==> src/rtl/pftbp_pkg.sv <==
`timescale 1ns / 1ps
// ----------------------------------------------------------------------------
// pftbp_pkg
// Shared widths and register indexes of the per-flow token bucket policer.
// ----------------------------------------------------------------------------
package pftbp_pkg;

  localparam int IDX_W      = 10;
  localparam int NOW_W      = 32;
  localparam int TOKEN_W    = 16;
  localparam int CFG_W      = 16;
  localparam int CFG_ADDR_W = 2;

  localparam logic [CFG_ADDR_W-1:0] REG_TOKEN_MAX     = 2'd0;
  localparam logic [CFG_ADDR_W-1:0] REG_REFILL_PERIOD = 2'd1;
  localparam logic [CFG_ADDR_W-1:0] REG_LOG_PERIOD    = 2'd2;

endpackage

==> src/rtl/pftbp_div.sv <==
`timescale 1ns / 1ps
// ----------------------------------------------------------------------------
// pftbp_div
// Restoring radix-2 divider, one quotient bit per cycle, 16-bit divisor.
// ----------------------------------------------------------------------------
module pftbp_div #(
  parameter int DW = 32
) (
  input  logic                         clk_i,
  input  logic                         rst_ni,
  input  logic                         start_i,
  input  logic [DW-1:0]                dividend_i,
  input  logic [pftbp_pkg::CFG_W-1:0]  divisor_i,
  output logic                         done_o,
  output logic [DW-1:0]                quotient_o
);
  import pftbp_pkg::*;

  localparam int CNT_W = $clog2(DW + 1);

  logic [DW-1:0]    quo_q, quo_d;
  logic [CFG_W-1:0] rem_q, rem_d;
  logic [CFG_W-1:0] dsr_q;
  logic [CNT_W-1:0] cnt_q, cnt_d;
  logic             run_q, run_d;
  logic [CFG_W:0]   trial;
  logic             fits;

  assign trial = {rem_q, quo_q[DW-1]};
  assign fits  = trial >= {1'b0, dsr_q};

  always_comb begin
    quo_d = quo_q;
    rem_d = rem_q;
    cnt_d = cnt_q;
    run_d = run_q;
    if (start_i) begin
      quo_d = dividend_i;
      rem_d = '0;
      cnt_d = CNT_W'(DW);
      run_d = 1'b1;
    end else if (run_q) begin
      if (cnt_q == '0) begin
        run_d = 1'b0;
      end else begin
        rem_d = fits ? CFG_W'(trial - {1'b0, dsr_q}) : trial[CFG_W-1:0];
        quo_d = {quo_q[DW-2:0], fits};
        cnt_d = cnt_q - 1'b1;
      end
    end
  end

  always_ff @(posedge clk_i) begin
    quo_q <= quo_d;
    rem_q <= rem_d;
    if (start_i) begin
      dsr_q <= divisor_i;
    end
  end

  always_ff @(posedge clk_i or negedge rst_ni) begin
    if (!rst_ni) begin
      cnt_q <= '0;
      run_q <= 1'b0;
    end else begin
      cnt_q <= cnt_d;
      run_q <= run_d;
    end
  end

  assign done_o      = run_q && (cnt_q == '0);
  assign quotient_o  = quo_q;

endmodule

==> config.mk <==
export PLATFORM = sky130hd
export DESIGN_NAME = pftbp_div
export DESIGN_NICKNAME = d
export VERILOG_FILES = /design/src/rtl/pftbp_pkg.sv /design/src/rtl/pftbp_div.sv
export SDC_FILE = /design/constraint.sdc
export NUM_CORES = 1
export LEC_CHECK = 0
export BUFFER_PORTS_ARGS = -buffer_cell sky130_fd_sc_hd__buf_2
export CAP_MARGIN = 25
export CORE_MARGIN = 2
export CORE_UTILIZATION = 26
export DETAILED_ROUTE_END_ITERATION = 10
export PLACE_DENSITY_LB_ADDON = 0.2
export SLEW_MARGIN = 20
export SYNTH_ARGS = -nofsm -noshare
export SYNTH_HDL_FRONTEND = slang
export SYNTH_SLANG_ARGS = --single-unit
export TNS_END_PERCENT = 10
==> constraint.sdc <==
create_clock -name clk_i -period 5.72 [get_ports clk_i]
set_input_delay 0.572 -clock clk_i [delete_from_list [all_inputs] [get_ports clk_i]]
set_output_delay 0.572 -clock clk_i [all_outputs]
set_load 0.02 [all_outputs]
==> results of run 1 <==
[power breakdown]
group	internal, uW	total, uW	leakage [uW]	switching, uW
Clock	338	562	0.000143	224
Combinational	319	807	0.00120	489
Sequential	696	775	0.000709	79.1
[logic make-up (layout without fill, tap and decap cells)]
group	Yosys count	in the layout	share of synthesized area [%]
buffers and inverters	43	130	4.629
DFF	71	71	50.11
AOI/OAI and AO/OA	72	72	13.99
xor gates and xnor gates	17	17	3.852
muxes	37	37	10.65
and+or+nand+nor	82	82	10.42
adders and majority gates	19	19	6.345
[per-layer routing]
metal	up-vias	share of wire [%]	GRT usage, %
li1	1431	-	-
met1	1371	47	15.20
met2	60	47	18.98
met3	9	4.4	3.696
met4	0	1.6	4.460
met5	-	0	0
[flip-flops by register name, indices dropped and copies added, names as in the netlist]
register / count
rem_q: 16
dsr_q: 16
quotient_o: 32
cnt_q: 6
run_q: 1
[synthesized netlist by cell type, types with 3 or more instances]
| cell | n | area share [%] |
|---|---|---|
| nor4_1 | 3 | 0.49 |
| buf_1 | 3 | 0.29 |
| inv_1 | 28 | 2.7 |
| a211oi_1 | 5 | 0.97 |
| clkbuf_1 | 8 | 0.78 |
| a21oi_2 | 3 | 0.68 |
| o211ai_1 | 5 | 0.97 |
| xnor2_1 | 11 | 2.5 |
| nor2_1 | 25 | 2.4 |
| a31oi_1 | 12 | 1.9 |
| edfxtp_1 | 48 | 37 |
| xor2_1 | 6 | 1.4 |
| dfxtp_1 | 16 | 8.3 |
| o22ai_1 | 4 | 0.65 |
| or3_1 | 5 | 0.81 |
| a21oi_1 | 7 | 0.91 |
| o31ai_1 | 3 | 0.58 |
| nor2b_1 | 4 | 0.65 |
| and3_1 | 4 | 0.65 |
| dfrtp_1 | 7 | 4.5 |
| nand2_1 | 17 | 1.7 |
| nand2b_1 | 3 | 0.49 |
| a21o_1 | 7 | 1.4 |
| mux2_2 | 31 | 9.0 |
| a22oi_1 | 6 | 1.2 |
| ha_1 | 18 | 5.8 |
| o21ai_0 | 6 | 0.78 |
| nand3_1 | 7 | 0.91 |
| nor3_1 | 6 | 0.78 |
| mux2i_1 | 4 | 1.0 |
[cells in the final DEF, fill, tap and decap left out, types with 6 or more instances in the layout]
master / instances
a31oi_1: 11
dfxtp_1: 16
xnor2_1: 11
buf_2: 83
nand3_1: 7
nor2_1: 25
edfxtp_1: 48
dfrtp_1: 7
xor2_1: 6
nor3_1: 6
nand2_1: 17
ha_1: 18
a21o_1: 7
o21ai_0: 6
a21oi_1: 7
mux2_2: 31
a22oi_1: 6
clkbuf_16: 9
inv_1: 28
[final timing paths]
check | end
hold reg to reg | rem_q[13]
setup reg to reg | rem_q[0]
setup / recovery | rem_q[0]
hold / removal | cnt_q[2]
max in group asynchronous | cnt_q[1]
min in group clk_i | dsr_q[1]
[area by class of cell]
class | count | area [um^2]
clock buffers | 9 | 225.2
repair buffers | 86 | 437.9
multi-input cells | 227 | 1755
fillers | 1504 | 9771
flip-flops and latches | 71 | 1937
well taps | 184 | 230.2
inverters | 28 | 105.1
clock inverters | 7 | 72.57
[stage by stage]
step,worst slack (ps),hold WS (ps)
after floorplan,3368,276.4
after global placement,3052,417.5
after detailed placement,2994,421.3
after CTS,2985,47.70
after global routing,2784,56.90
final,3015,56.09
[worst register-to-register path, delay by kind of cell, from the launching register on]
| kind | cells | cell delay [ps] |
|---|---|---|
| fa+ha+maj | 1 | 230 |
| mux | 1 | 380 |
| buf+inv | 1 | 80 |
| simple gates | 1 | 150 |
| flops | 1 | 420 |
| compound gates | 4 | 1380 |
==> impl_metrics.json, run 1 <==
{
  "status": "finished, final reports clean",
  "grt_first_pass_wirelength_um": 14880,
  "cp.required_ps": 5980,
  "instances_no_fill": 612,
  "design_area_mm2": 0.004763,
  "die_area_mm2": 0.01586,
  "area_growth_pct": 23.24,
  "first_pass_iters": 4,
  "min_period_ps": 2705,
  "num_io_pins": 84,
  "grt_overflow": 0,
  "finalSetupViolCount": 0,
  "syn_nets": 411,
  "max-slew-margin-rel_pct": 43.42,
  "rsz0062_at_grt": "false",
  "htreeDepth": 3,
  "hold_class": "in -> async",
  "netlist_instances": 341,
  "cp_num_cells": 8,
  "postRouteWirelength_um": 8947,
  "vias_per_cell": 4.691,
  "final_nets": 493,
  "place.gp.congestion": 0.8260,
  "critPathBufInv": 1,
  "clock-sinks": 71,
  "peakVddDrop_v": 0.0001621,
  "drive_gt1_share_pct": 32.94,
  "cp_slowest_cell": "o31ai_1",
  "grt.total_usage_pct": 11.90,
  "clkTransAtPathRegs_ps": 60,
  "crit_chain": "inv_1, ha_1, nor2b_1, o31ai_1, a2111oi_4, o21ai_4, mux2_1, o22ai_1",
  "core_area_mm2": 0.01453,
  "r2r_slack_ps": 3020,
  "ys_types": 54,
  "vias": 2871,
  "io_buffers": 83,
  "ys_ff_latch": 71,
  "die_height_um": 125.9,
  "drv_slew": 0,
  "die_x_um": 125.9,
  "arrival_ps": 2970,
  "fin_util_pct": 32.77,
  "dr.first_iter.drc_count": 221,
  "antenna_left": 0,
  "start_kind": "flip-flop",
  "tightestPinTransition_ps": 848.8,
  "setup.worst_path.class": "reg -> reg",
  "skew_ps": 7.670,
  "placed_area_mm2": 0.004466,
  "worstSetupEndpointType": "flip-flop",
  "ctsHoldBuffers": 0,
  "cts_resized": 0,
  "synth-edff-count": 48,
  "grt_max_degree": 67,
  "ys_async_sr_fraction_pct": 9.859,
  "startpoint": "dsr_q[1]",
  "hold_viol": 0,
  "cp_max_fo": 17,
  "synth_flop_cell": "edfxtp_1",
  "drc": 0,
  "grt_antenna_before_repair": 0,
  "tns_ps": 0,
  "pwr_density_cell_mw_per_mm2": 450.3,
  "cts_setup_buffers": 0,
  "reg2reg_depth": 8,
  "seq_area_frac_synth_pct": 50.11,
  "fmax_mhz": 369.7,
  "synth.cell_area_mm2": 0.003865,
  "dp_hpwl_um": 6386,
  "start_util_pct": 26.59,
  "r2r-start": "dsr_q[1]",
  "cts_buffers": 9,
  "avgSynthCellArea_um2": 11.33,
  "grt_pass1_vias": 3012,
  "cts_tree": "yes",
  "worstSkewPairLatency_ps": 340,
  "cts_max_path_buffers": 2,
  "crit_path_max_incr_delay_ps": 530,
  "dp.cells": 596,
  "cap_violations": 0,
  "yosys_warnings": 0,
  "fin_total_pwr_uw": 2145,
  "placementRows": 44,
  "leakagePower_uw": 0.002053,
  "cp_top_family": "compound AO/OA/AOI/OAI gates",
  "cts_root_buf": "clkbuf_16",
  "wl_per_cell_um": 14.62,
  "period_share_pct": 47.28,
  "num_antenna_cells": 0
}
No activity file was read; power rests on OpenSTA's default activity.
==> inputs of run 2 (changes only) <==
Settings changed: ABC_AREA set to 1.
Clock period 5.72 ns to 2.8 ns, I/O delays scaled along.
==> impl_metrics.json, run 2 <==
{
  "core_area_mm2": 0.01520,
  "largest_reg_flops": 32,
  "setup.worst_path.class": "reg -> reg",
  "syn_nets": 585,
  "reg2reg_depth": 8,
  "layout_common_cells": "nand2_1 (208), buf_2 (83), inv_1 (78)",
  "yosys_warnings": 0,
  "multi_input_area_mm2": 0.001748,
  "start_util_pct": 26.61,
  "pwr_density_cell_mw_per_mm2": 930.3,
  "tightestPinTransition_ps": 541.2,
  "worstSetupEndpointType": "flip-flop",
  "drc": 0,
  "startpoint": "rem_q[11]",
  "timing.rr.end": "rem_q[0]",
  "placementRows": 45,
  "r2r-start": "rem_q[11]",
  "endpoint": "rem_q[0]",
  "drv_slew": 0,
  "first_pass_iters": 4,
  "cts_root_buf": "clkbuf_16",
  "cts_resized": 0,
  "io_buffers": 83,
  "ys_ff_latch": 71,
  "worstSkewPairLatency_ps": 340,
  "cts_tree": "yes",
  "grt_antenna_before_repair": 0,
  "hold_path_depth": 1,
  "postRouteWirelength_um": 10490,
  "drive_gt1_share_pct": 19.90,
  "period_share_pct": 80.39,
  "tns_ps": 0,
  "start_kind": "flip-flop",
  "netlist_instances": 515,
  "num_antenna_cells": 0,
  "synth.most_common_cell": "nand2_1",
  "layout_commonest_cell": "nand2_1",
  "grt_pass1_vias": 3316,
  "synth-edff-count": 48,
  "vias_per_cell": 4.285,
  "r2r_slack_ps": 550,
  "skew_ps": 8.099,
  "grt_first_pass_wirelength_um": 16760,
  "clock-sinks": 71,
  "antenna_left": 0,
  "cts_max_path_buffers": 2,
  "die_area_mm2": 0.01657,
  "fillers": 1677,
  "min_period_ps": 2251,
  "cap_violations": 0,
  "cts_buffers": 9,
  "finalSetupViolCount": 0,
  "status": "finished, final reports clean",
  "die_x_um": 128.7,
  "leakagePower_uw": 0.002606,
  "dr.first_iter.drc_count": 199,
  "avgSynthCellArea_um2": 7.855,
  "final_nets": 673,
  "synth.cell_area_mm2": 0.004045,
  "die_height_um": 128.7,
  "dp.cells": 779,
  "wl_per_cell_um": 13.17,
  "yosys.area.top_type": "edfxtp_1",
  "synth_flop_cell": "edfxtp_1",
  "hold_viol": 0,
  "htreeDepth": 3,
  "cp_max_fo": 18,
  "ys_types": 33,
  "grt_overflow": 0,
  "grt.total_usage_pct": 13.08,
  "fmax_mhz": 444.3,
  "vias": 3411,
  "cp.required_ps": 3050,
  "seq_area_frac_synth_pct": 47.88,
  "arrival_ps": 2500,
  "place.gp.congestion": 0.8496,
  "max-slew-margin-rel_pct": 63.83,
  "synth_top_area_share_pct": 35.63,
  "grt_max_degree": 34,
  "yosys-top-cells-area": "edfxtp_1 (36%), nand2_1 (19%), dfxtp_1 (7.9%)",
  "hold_class": "in -> reg",
  "num_io_pins": 84,
  "rsz0062_at_grt": "false",
  "clkTransAtPathRegs_ps": 60,
  "ys_top_cells_by_count": "nand2_1 (208), inv_1 (78), edfxtp_1 (48)",
  "peakVddDrop_v": 0.0002765,
  "ff_latch_area_mm2": 0.001937,
  "instances_no_fill": 796,
  "dp_hpwl_um": 7622,
  "area_growth_pct": 23.91,
  "ys_async_sr_fraction_pct": 9.859
}
[run 2: cell types whose count changed after synthesis, moves of 6 or more]
cell	previous run	this run
nand2_1	17	208
inv_1	28	78
nand3_1	7	39
mux2_2	31	0
a31oi_1	12	1
a21o_1	7	0
nor2_1	25	18
a21oi_1	7	13
a22oi_1	6	0
xnor2_1	11	5
[run 2: how the worst min path moves through the flow]
stage                       start   endpoint
floorplan                  rst_ni   cnt_q[0]
global placement           rst_ni      run_q
detailed placement         rst_ni      run_q
CTS                 divisor_i[10]  dsr_q[10]
global route        divisor_i[11]  dsr_q[11]
finish              divisor_i[11]  dsr_q[11]
[run 2: cell type report]
class,instances,area share [%]
timing repair buffer,89,9.486
tap,188,4.693
clock inverter,7,1.897
multi-input combinational,353,34.87
clock buffer,9,4.493
sequential,71,38.64
inverter,79,5.916
[run 2: worst max-delay path, cell delays in order (launching register included)]
cell     delay (ps)
dfxtp_1         340
ha_1            370
a21oi_1         280
a21oi_1         150
nor2_4          470
nand2_4         270
nand2_1         130
nand3_1          80
o21ai_0          80
[run 2: metal layers]
| metal | up-vias | part of all wire (%) | global-route usage, % |
|---|---|---|---|
| met5 | - | 0 | 0 |
| met4 | 0 | 1.8 | 5.243 |
| met3 | 13 | 3.7 | 2.786 |
| met2 | 53 | 46 | 20.29 |
| met1 | 1538 | 49 | 17.82 |
| li1 | 1807 | - | - |
[run 2: cell families after synthesis]
group | after synthesis | synth area share [%]
AND/OR/NAND/NOR | 295 | 31.39
buffers and inverters | 91 | 8.908
flip-flops | 71 | 47.88
AO/OA/AOI/OAI | 33 | 4.454
adder cells (fa/ha/maj) | 19 | 6.063
XOR/XNOR | 6 | 1.299
[run 2: timing repair]
action / CTS / global route
hold buffers: 1 / 0
hold endpoints to repair: 7 / 0
setup buffers: 0 / 0
[run 2: where the power goes]
group	switching, uW	internal, uW
Sequential	149	1440
Clock	455	781
Combinational	1200	639
Total	1810	2860
[run 2: metrics by stage]
stage,worst slack (ps),total power [uW],hold slack (ps),cell area (um^2),utilization [%]
floorplan,912.7,2958,-15.59,4045,-
global placement,573.8,3455,123.6,4682,30.80
detailed placement,565.9,3455,124.8,4682,30.80
CTS,528.2,4732,96.73,5012,32.97
global route,327.3,5055,98.31,5012,32.97
finish,549.2,4663,113.2,5012,32.97
