`config.mk`:
```
export PLATFORM = sky130hd
export DESIGN_NAME = pftbp_ram
export DESIGN_NICKNAME = d
export VERILOG_FILES = /design/src/rtl/pftbp_ram.sv
export SDC_FILE = /design/constraint.sdc
export NUM_CORES = 1
export LEC_CHECK = 0
export BUFFER_PORTS_ARGS = -buffer_cell sky130_fd_sc_hd__buf_2
export CORE_ASPECT_RATIO = 1.75
export CORE_UTILIZATION = 52
export CTS_CLUSTER_DIAMETER = 120
export DETAILED_ROUTE_END_ITERATION = 10
export GPL_ROUTABILITY_DRIVEN = 1
export PLACE_DENSITY = 0.7
export SLEW_MARGIN = 20
export SYNTH_ARGS = -nofsm -noshare
export SYNTH_HDL_FRONTEND = slang
export SYNTH_SLANG_ARGS = --single-unit
```
`constraint.sdc`:
```
create_clock -name clk_i -period 2.9 [get_ports clk_i]
set_input_delay 0.58 -clock clk_i [delete_from_list [all_inputs] [get_ports clk_i]]
set_output_delay 0.58 -clock clk_i [all_outputs]
set_load 0.02 [all_outputs]
```
`src/rtl/pftbp_ram.sv`:
```
`timescale 1ns / 1ps
// ----------------------------------------------------------------------------
// pftbp_ram
// Generic simple dual-port RAM, one write and one registered read port.
// ----------------------------------------------------------------------------
module pftbp_ram #(
  parameter int WIDTH = 8,
  parameter int DEPTH = 16
) (
  input  logic                                  clk_i,
  input  logic                                  we_i,
  input  logic [(DEPTH > 1 ? $clog2(DEPTH) : 1)-1:0] waddr_i,
  input  logic [WIDTH-1:0]                      wdata_i,
  input  logic                                  re_i,
  input  logic [(DEPTH > 1 ? $clog2(DEPTH) : 1)-1:0] raddr_i,
  output logic [WIDTH-1:0]                      rdata_o
);

  logic [WIDTH-1:0] mem_q [DEPTH];
  logic [WIDTH-1:0] rdata_q;

  always_ff @(posedge clk_i) begin
    if (we_i) begin
      mem_q[waddr_i] <= wdata_i;
    end
    if (re_i) begin
      rdata_q <= mem_q[raddr_i];
    end
  end

  assign rdata_o = rdata_q;

endmodule

```
==> results of run 1 <==
path summary, 6_finish.rpt:
| check | depth (start not counted) | from | to |
|---|---|---|---|
| min | 1 | re_i | rdata_o[2]$_DFFE_PP_ |
| max reg2reg | 3 | mem_q[5][2]$_DFFE_PP_ | rdata_o[2]$_DFFE_PP_ |
| max | 5 | raddr_i[0] | rdata_o[5]$_DFFE_PP_ |
| min reg2reg | 3 | mem_q[15][4]$_DFFE_PP_ | rdata_o[4]$_DFFE_PP_ |
metal layers:
layer,routed length [um],global-route usage,vias up,share of wire
met2,5239,0.3481,100,0.54
met1,3602,0.2454,1217,0.37
met5,0,0,-,0
met4,333,0.1038,0,0.034
li1,-,-,1079,-
met3,503,0.06959,22,0.052
placed cells by master (no fill, tap or decap):
| master | instances |
|---|---|
| nand3b_1 | 2 |
| buf_4 | 14 |
| nor2b_1 | 1 |
| and2_1 | 1 |
| clkbuf_16 | 17 |
| and2b_1 | 1 |
| nor3_1 | 4 |
| buf_12 | 1 |
| mux4_1 | 14 |
| clkinv_2 | 5 |
| nor2_1 | 13 |
| buf_2 | 26 |
| a22oi_1 | 16 |
| nand3_1 | 1 |
| clkinvlp_4 | 4 |
| clkbuf_1 | 1 |
| edfxtp_1 | 136 |
| nand2b_1 | 2 |
| mux4_2 | 18 |
| bufinv_16 | 2 |
| clkinv_4 | 2 |
| nand2_1 | 9 |
| or3b_2 | 1 |
sequential cells by signal (all words and copies together), names as in the netlist:
register	count
rdata_o	8
mem_q	128
per-stage QoR:
stage / total power [mW] / cell area [sq um] / hold WS [ns] / cells
final: 4.439 / 6115 / 0.5279 / 416
after global placement: 2.466 / 5553 / 0.7372 / 385
after floorplan: 2.388 / 5228 / 0.6789 / 229
after global routing: 4.567 / 6115 / 0.5131 / 416
after CTS: 4.469 / 6115 / 0.5128 / 416
after detailed placement: 2.474 / 5553 / 0.7406 / 385
where the power goes:
| group | total (mW) | leakage (nW) | internal (mW) | switching, mW |
|---|---|---|---|---|
| registers | 2.23 | 1.24 | 2.22 | 0.0106 |
| clock network | 2.01 | 0.267 | 1.25 | 0.759 |
| logic | 0.205 | 0.557 | 0.0832 | 0.121 |
critical path, cell delays in order:
cell and delay, ns:
buf_2 0.31, buf_12 0.27, mux4_1 0.59, a22oi_1 0.26, nand2_1 0.08
cell families after synthesis:
kind of cell	synth area share
compound gates	0.02298
buf+inv	0.01651
flops	0.7812
mux	0.1479
simple gates	0.03136
area by class of cell:
type / count / area (sq um)
clock buffer: 18 / 429.2
clock inverter: 13 / 132.6
fill: 661 / 3675
multi-input combinational: 83 / 1057
sequential: 136 / 4084
tap: 125 / 156.4
timing repair buffer: 41 / 255.2
==> flow_summary.yaml, run 1 <==
global_routing:
  grt_max_degree: 33
  first_global_vias: 2525
  globalRouteOverflowTotal: 0
  grt_pass1_wl_um: 14810
  grt_antenna_before_repair: 0
  grt_usage: 0.2103
place:
  gp_congestion: 0.8260
  dpl_worst_slack_ns: 0.5469
  numPortBuffers: 26
  dp_hpwl_um: 6336
clock_tree:
  post_cts_resized: 0
  cts_tree: "built"
  clockRootBuffer: "clkbuf_16"
  cts_setup_buffers: 0
  cts_buffer_depth: 2
  clk_pin_slew_worst_paths_ns: 0.06
  cts_inserted_buffers: 17
  htreeDepth: 4
  clk_latency_ns: 0.41
  cts_hold_buffers: 0
  clock-sinks: 136
layout:
  antenna_cells: 0
  final_util: 0.6246
  drive_above_1_share: 0.3093
  nNetsFinal: 298
  area_delta_synth_final_pct: 16.97
power:
  ir_drop_v: 0.0005277
  power_density_mw_per_mm2: 726.0
  p_leak_nw: 2.061
critical_path:
  cp-end-kind: "register"
  start_kind: "primary input"
  crit_arrival_ns: 2.10
  reg2reg_slack_ns: 1.41
  crit_path_max_fanout: 24
  path_class: "primary input to register"
  critical_path_required_ns: 3.07
sta:
  clock-skew-final_ns: 0.002613
  setup_violations: 0
  final.period_utilization: 0.6685
  hold_viol: 0
  finalMaxSlewViolations: 0
  grt_setup_unrepaired: "false"
  relSlewSlack: 0.4636
  post-route-min-period_ns: 1.939
  fmax_ghz: 0.5158
  tns_ns: 0
  setup_slack_ns: 0.9613
  max_slew.worst_pin.slew_ns: 0.8017
route:
  antenna_left: 0
  routed_via_density: 5.813
  drt_iter0_markers: 198
  routed_wl_um: 9678
  drc: 0
  first_pass_iters: 8
  wire_per_inst_um: 23.26
  vias: 2418
synth:
  synth-warning-count: 0
  yosys.area.top_type: "edfxtp_1"
  synth_top_area_share: 0.7812
  ys_types: 18
  synth_common_cells: "136 x edfxtp_1, 18 x mux4_2, 16 x a22oi_1"
  ys_ff_latch: 136
  synth_area_sq_mm: 0.005228
  avgSynthCellArea_sq_um: 22.83
  synth_flop_cell: "edfxtp_1"
  synth.area.top_cells: "edfxtp_1 78%, mux4_2 7.8%, mux4_1 7.0%, a22oi_1 2.3%, nor2_1 0.93%"
  syn_nets: 248
  synth_edf_count: 136
  async_flop_share: 0
  ys_seq_area_frac: 0.7812
  synthesis.instances: 229
  synth.most_common_cell: "edfxtp_1"
floorplan:
  design.core.area_sq_mm: 0.009789
  num_rows: 48
  dieArea_sq_mm: 0.01047
  start_util: 0.5340
  die_y_um: 134.6
  io_pins: 27
  die_w_um: 77.79
status:
  outcome: "finished, final reports clean"
job:
  drv_cap: 0
hold_path:
  min_path_type: "primary input to register"
Power figures use the tool's default switching activity.
==> run 2: changes to the inputs <==
ABC_AREA = 1   (was default)
clock period = 1.9 ns   (was 2.9 ns; I/O delays follow)
==> run 2 against run 1 <==
Critical path depth up 1. First-iteration DRC count is 53% higher. Cell count grew 77%. Area after synthesis increased by 12%. Die area rose by 12%. Sequential power rose by 52%. Routed wire length increased by 35%. Flip-flop and latch count is the same. Critical path type unchanged. Critical endpoint is now rdata_o[7]$_DFFE_PP_. Largest power group is now the clock network.
==> flow_summary.yaml, run 2 <==
status:
  outcome: "finished, final reports clean"
layout:
  fillCellCount: 851
  layout_common_cells: "173 x nand2_1, 136 x edfxtp_1, 100 x inv_1"
  max_flop_register: "mem_q"
  nNetsFinal: 614
  antenna_cells: 0
  largest_reg_flops: 128
  final_common_cell: "nand2_1"
  fin_cells: 738
  drive_above_1_share: 0.1316
  area_delta_synth_final_pct: 17.03
clock_tree:
  clockRootBuffer: "clkbuf_16"
  cts_inserted_buffers: 17
  clk_pin_slew_worst_paths_ns: 0.06
  post_cts_resized: 0
  htreeDepth: 4
  cts_tree: "built"
  clock-sinks: 136
  cts_buffer_depth: 2
  clk_latency_ns: 0.41
  cts_hold_buffers: 0
  cts_setup_buffers: 0
synth:
  synth_common_cells: "173 x nand2_1, 136 x edfxtp_1, 100 x inv_1"
  ys_ff_latch: 136
  synth_edf_count: 136
  async_flop_share: 0
  yosys.area.top_type: "edfxtp_1"
  synth.most_common_cell: "nand2_1"
  synthesis.instances: 551
  avgSynthCellArea_sq_um: 10.61
  synth_area_sq_mm: 0.005847
  syn_nets: 570
  synth-warning-count: 0
  ys_types: 11
  synth.area.top_cells: "edfxtp_1 70%, nand2_1 11%, nand3_1 8.3%, inv_1 6.4%, buf_6 1.2%"
  synth_top_area_share: 0.6985
  synth_flop_cell: "edfxtp_1"
  ys_seq_area_frac: 0.6985
critical_path:
  cp-end-kind: "register"
  critical_path_required_ns: 2.06
  reg2reg_from: "mem_q[15][0]$_DFFE_PP_"
  start_kind: "primary input"
  rr_endpoint: "rdata_o[0]$_DFFE_PP_"
  crit_path_max_fanout: 32
  crit_arrival_ns: 1.55
  r2r_cells: 6
  reg2reg_slack_ns: 0.70
  critPathLaunch: "raddr_i[1]"
  path_class: "primary input to register"
  cp-endpoint: "rdata_o[7]$_DFFE_PP_"
route:
  drt_iter0_markers: 302
  wire_per_inst_um: 17.70
  routed_wl_um: 13060
  first_pass_iters: 5
  vias: 3925
  drc: 0
  antenna_left: 0
  routed_via_density: 5.318
floorplan:
  num_rows: 50
  die_y_um: 142.3
  dieArea_sq_mm: 0.01169
  io_pins: 27
  start_util: 0.5402
  design.core.area_sq_mm: 0.01082
  die_w_um: 82.16
global_routing:
  grt_usage: 0.2581
  globalRouteOverflowTotal: 0
  grt_pass1_wl_um: 20860
  first_global_vias: 4015
  grt_max_degree: 33
  grt_antenna_before_repair: 0
sta:
  setup_violations: 0
  max_slew.worst_pin.slew_ns: 0.5735
  final.period_utilization: 0.7283
  tns_ns: 0
  grt_setup_unrepaired: "false"
  hold_viol: 0
  clock-skew-final_ns: 0.008568
  post-route-min-period_ns: 1.384
  fmax_ghz: 0.7227
  finalMaxSlewViolations: 0
  setup_slack_ns: 0.5163
  relSlewSlack: 0.6171
hold_path:
  min_path_type: "primary input to register"
power:
  ir_drop_v: 0.0009421
  finalPower_mw: 7.446
  power_density_mw_per_mm2: 1088
  p_leak_nw: 2.978
place:
  gp_congestion: 0.9402
  dpl_worst_slack_ns: 0.1227
  numPortBuffers: 26
  numPlacedInstances: 706
  dp_hpwl_um: 8394
job:
  drv_cap: 0
-- run 2: changes by cell type in the layout (fill, tap and decap cells not counted), sizes merged, moves of 2 or more --
cell      delta
clkinv       -2
clkinvlp     -2
nand2      +164
buf          +8
nor3         -4
nor2         +4
inv        +102
a22oi       -16
nand3       +96
nand2b       -2
mux4        -32
bufinv       +4
-- run 2: power breakdown --
| group | switching, mW | internal (mW) |
|---|---|---|
| Clock | 1.16 | 2.45 |
| Sequential | 0.0188 | 3.38 |
| Combinational | 0.306 | 0.125 |
| Total | 1.49 | 5.96 |
-- run 2: worst min-delay path by stage --
stage / startpoint / to / slack [ns] / depth (start not counted)
floorplan: wdata_i[0] / mem_q[0][0]$_DFFE_PP_ / 0.48 / 0
global placement: re_i / rdata_o[6]$_DFFE_PP_ / 0.73 / 1
detailed placement: mem_q[2][0]$_DFFE_PP_ / rdata_o[0]$_DFFE_PP_ / 0.73 / 6
CTS: re_i / rdata_o[6]$_DFFE_PP_ / 0.30 / 1
global route: re_i / rdata_o[6]$_DFFE_PP_ / 0.31 / 1
finish: re_i / rdata_o[6]$_DFFE_PP_ / 0.32 / 1
-- run 2: per-layer routing --
layer,routed length (um),track usage,vias to the layer above
li1,-,-,1872
met1,4844,0.3046,1845
met2,6882,0.4241,165
met3,693,0.06090,43
met4,639,0.1431,0
met5,0,0,-
-- run 2: final cells by class --
class | count | area (sq um) | share of cell area
Tap cell | 130 | 162.7 | 0.02377
Sequential cell | 136 | 4084 | 0.5968
Multi-Input combinational cell | 289 | 1214 | 0.1774
Timing Repair Buffer | 49 | 340.3 | 0.04973
Inverter | 102 | 382.9 | 0.05595
Clock inverter | 13 | 226.5 | 0.03310
Clock buffer | 19 | 432.9 | 0.06327
-- run 2: per-stage QoR --
| step | area [sq um] | hold WS, ns | utilization |
|---|---|---|---|
| 6_report | 6843 | 0.3210 | 0.6323 |
| 5_1_grt | 6843 | 0.3066 | 0.6323 |
| 3_3_place_gp | 6183 | 0.7302 | 0.5713 |
| 2_1_floorplan | 5847 | 0.4789 | - |
| 3_5_place_dp | 6183 | 0.7348 | 0.5713 |
| 4_1_cts | 6843 | 0.3031 | 0.6323 |
-- run 2: kinds of logic after synthesis --
| family | count (synthesis) | share of synthesized area |
|---|---|---|
| flip-flops | 136 | 0.6985 |
| AND/OR/NAND/NOR | 289 | 0.2076 |
| buffers and inverters | 126 | 0.09394 |
-- run 2: critical path, cell delays in order --
cell     delay (ns)
buf_2          0.30
inv_2          0.32
nand3_1        0.19
nand3_1        0.17
nand3_1        0.11
nand2_1        0.05
==> run 3: changes to the inputs <==
ABC_AREA = 0   (was 1)
clock period = 1.3 ns   (was 1.9 ns; I/O delays follow)
==> run 3 against run 2 <==
The flow now finishes with violations (setup timing). Global-route usage shrank 4.2 points. Clock skew shrank 0.0044 ns. Flip-flop and latch count is the same. Register-to-register slack lost 0.81 ns. Sequential power grew 46%. Cell count shrank 41%. Count of clock-buffer cells in the layout grew 2. Clock power grew 22%. Hold slack lost 0.094 ns. Critical endpoint is now rdata_o[4]$_DFFE_PP_. Largest cell class unchanged.
==> flow_summary.yaml, run 3 (synthesis gave the netlist of run 1 again) <==
layout:
  nNetsFinal: 315
  area_delta_synth_final_pct: 21.21
  drive_above_1_share: 0.4207
  final_common_cell: "edfxtp_1"
  final-seq-area_sq_mm: 0.004084
  fillCellCount: 639
  max_flop_register: "mem_q"
  fin_cells: 434
  largest_reg_flops: 128
  multi_input_area_sq_mm: 0.001066
  layout_common_cells: "136 x edfxtp_1, 32 x mux4_2, 26 x buf_2"
  antenna_cells: 0
job:
  drv_cap: 0
sta:
  finalMaxSlewViolations: 0
  final.period_utilization: 1.086
  grt_setup_unrepaired: "true"
  relSlewSlack: 0.4241
  max_slew.worst_pin.slew_ns: 0.8621
  hold_viol: 0
  clock-skew-final_ns: 0.004199
  setup_violations: 8
  fmax_ghz: 0.7082
  post-route-min-period_ns: 1.412
  setup_slack_ns: -0.1121
critical_path:
  path_class: "register to register"
  crit_slowest_cell: "mux4_2"
  crit_arrival_ns: 1.56
  critical_path_required_ns: 1.45
  crit_buf_inv: 0
  cp_top_family: "multiplexers"
  crit_path_max_fanout: 1
  start_kind: "register"
  slowest_delay_ns: 0.52
  cp_cell_sequence: "mux4_2, a22oi_2, nand2_1"
  cp-end-kind: "register"
floorplan:
  dieArea_sq_mm: 0.01047
  start_util: 0.5340
  design.core.area_sq_mm: 0.009789
  die_w_um: 77.79
  die_y_um: 134.6
  num_rows: 48
  io_pins: 27
status:
  outcome: "finished, violations left"
  violations: "setup timing"
route:
  routed_via_density: 5.733
  wire_per_inst_um: 23.27
  drt_iter0_markers: 165
  vias: 2488
  first_pass_iters: 4
  drc: 0
  routed_wl_um: 10100
  antenna_left: 0
clock_tree:
  clock-sinks: 136
  cts_hold_buffers: 0
  cts_inserted_buffers: 17
  clockRootBuffer: "clkbuf_16"
  clk_pin_slew_worst_paths_ns: 0.05
  cts_setup_buffers: 0
  htreeDepth: 4
  cts_buffer_depth: 2
  clk_latency_ns: 0.40
  cts_tree: "built"
place:
  dp_hpwl_um: 6750
  numPlacedInstances: 402
  dpl_worst_slack_ns: -0.4922
  gp_congestion: 0.7775
  numPortBuffers: 26
global_routing:
  grt_usage: 0.2162
  first_global_vias: 2608
  grt_pass1_wl_um: 15410
  globalRouteOverflowTotal: 0
  grt_max_degree: 23
  grt_antenna_before_repair: 0
power:
  power_density_mw_per_mm2: 1567
  p_leak_nw: 2.136
  ir_drop_v: 0.001135
hold_path:
  min_path_type: "primary input to register"
## run 3: changes by cell type in the layout (fill, tap and decap cells not counted), sizes merged, moves of 4 or more
cell	before	now
a22oi	0	16
nand2	173	9
nor2	17	13
mux4	0	32
inv	102	0
nand3	97	1
buf	49	58
nor3	0	4
bufinv	6	2
## run 3: where the power goes
group	total, mW	leakage (nW)	internal [mW]	switching (mW)
sequential	4.97	1.24	4.94	0.0281
combinational	0.551	0.628	0.249	0.302
clock	4.41	0.272	2.78	1.62
total	9.93	2.14	7.98	1.95
## run 3: metrics by stage
step / hold slack [ns] / TNS, ns / power (mW) / area (sq um) / util
after floorplan: 0.3589 / -1.776 / 5.355 / 5249 / -
after global placement: 0.6478 / -12.36 / 5.590 / 5768 / 0.5892
after detailed placement: 0.6427 / -13.42 / 5.607 / 5768 / 0.5892
after CTS: 0.2147 / -0.7933 / 10.00 / 6331 / 0.6467
after global routing: 0.2198 / -1.118 / 10.21 / 6336 / 0.6472
final: 0.2274 / -0.7072 / 9.931 / 6336 / 0.6472
## run 3: final cells by class
class	instances	share of cell area
clock buffers	21	0.06951
clock inverters	11	0.01679
multi-input cells	83	0.1682
flip-flops and latches	136	0.6445
well taps	125	0.02468
repair buffers	58	0.07622
## run 3: layer usage
layer  vias up  GRT usage  wire (um)
met5         -          0          0
met4         0    0.08491        265
met3        20    0.05946        477
met2        88     0.3682       5462
met1      1279     0.2609       3894
li1       1101          -          -
## run 3: path summary, 6_finish.rpt
check / to / cells past startpoint / slack [ns] / start
setup / recovery: rdata_o[4]$_DFFE_PP_ / 3 / -0.11 / mem_q[8][4]$_DFFE_PP_
hold reg to reg: rdata_o[4]$_DFFE_PP_ / 3 / 0.75 / mem_q[14][4]$_DFFE_PP_
hold / removal: rdata_o[1]$_DFFE_PP_ / 1 / 0.23 / re_i
setup reg to reg: rdata_o[4]$_DFFE_PP_ / 3 / -0.11 / mem_q[8][4]$_DFFE_PP_
## run 3: what timing repair did
| item | CTS | global route |
|---|---|---|
| gates resized for setup | 5 | 1 |
| pin swaps | 0 | 1 |
| setup endpoints to repair | 8 | 8 |
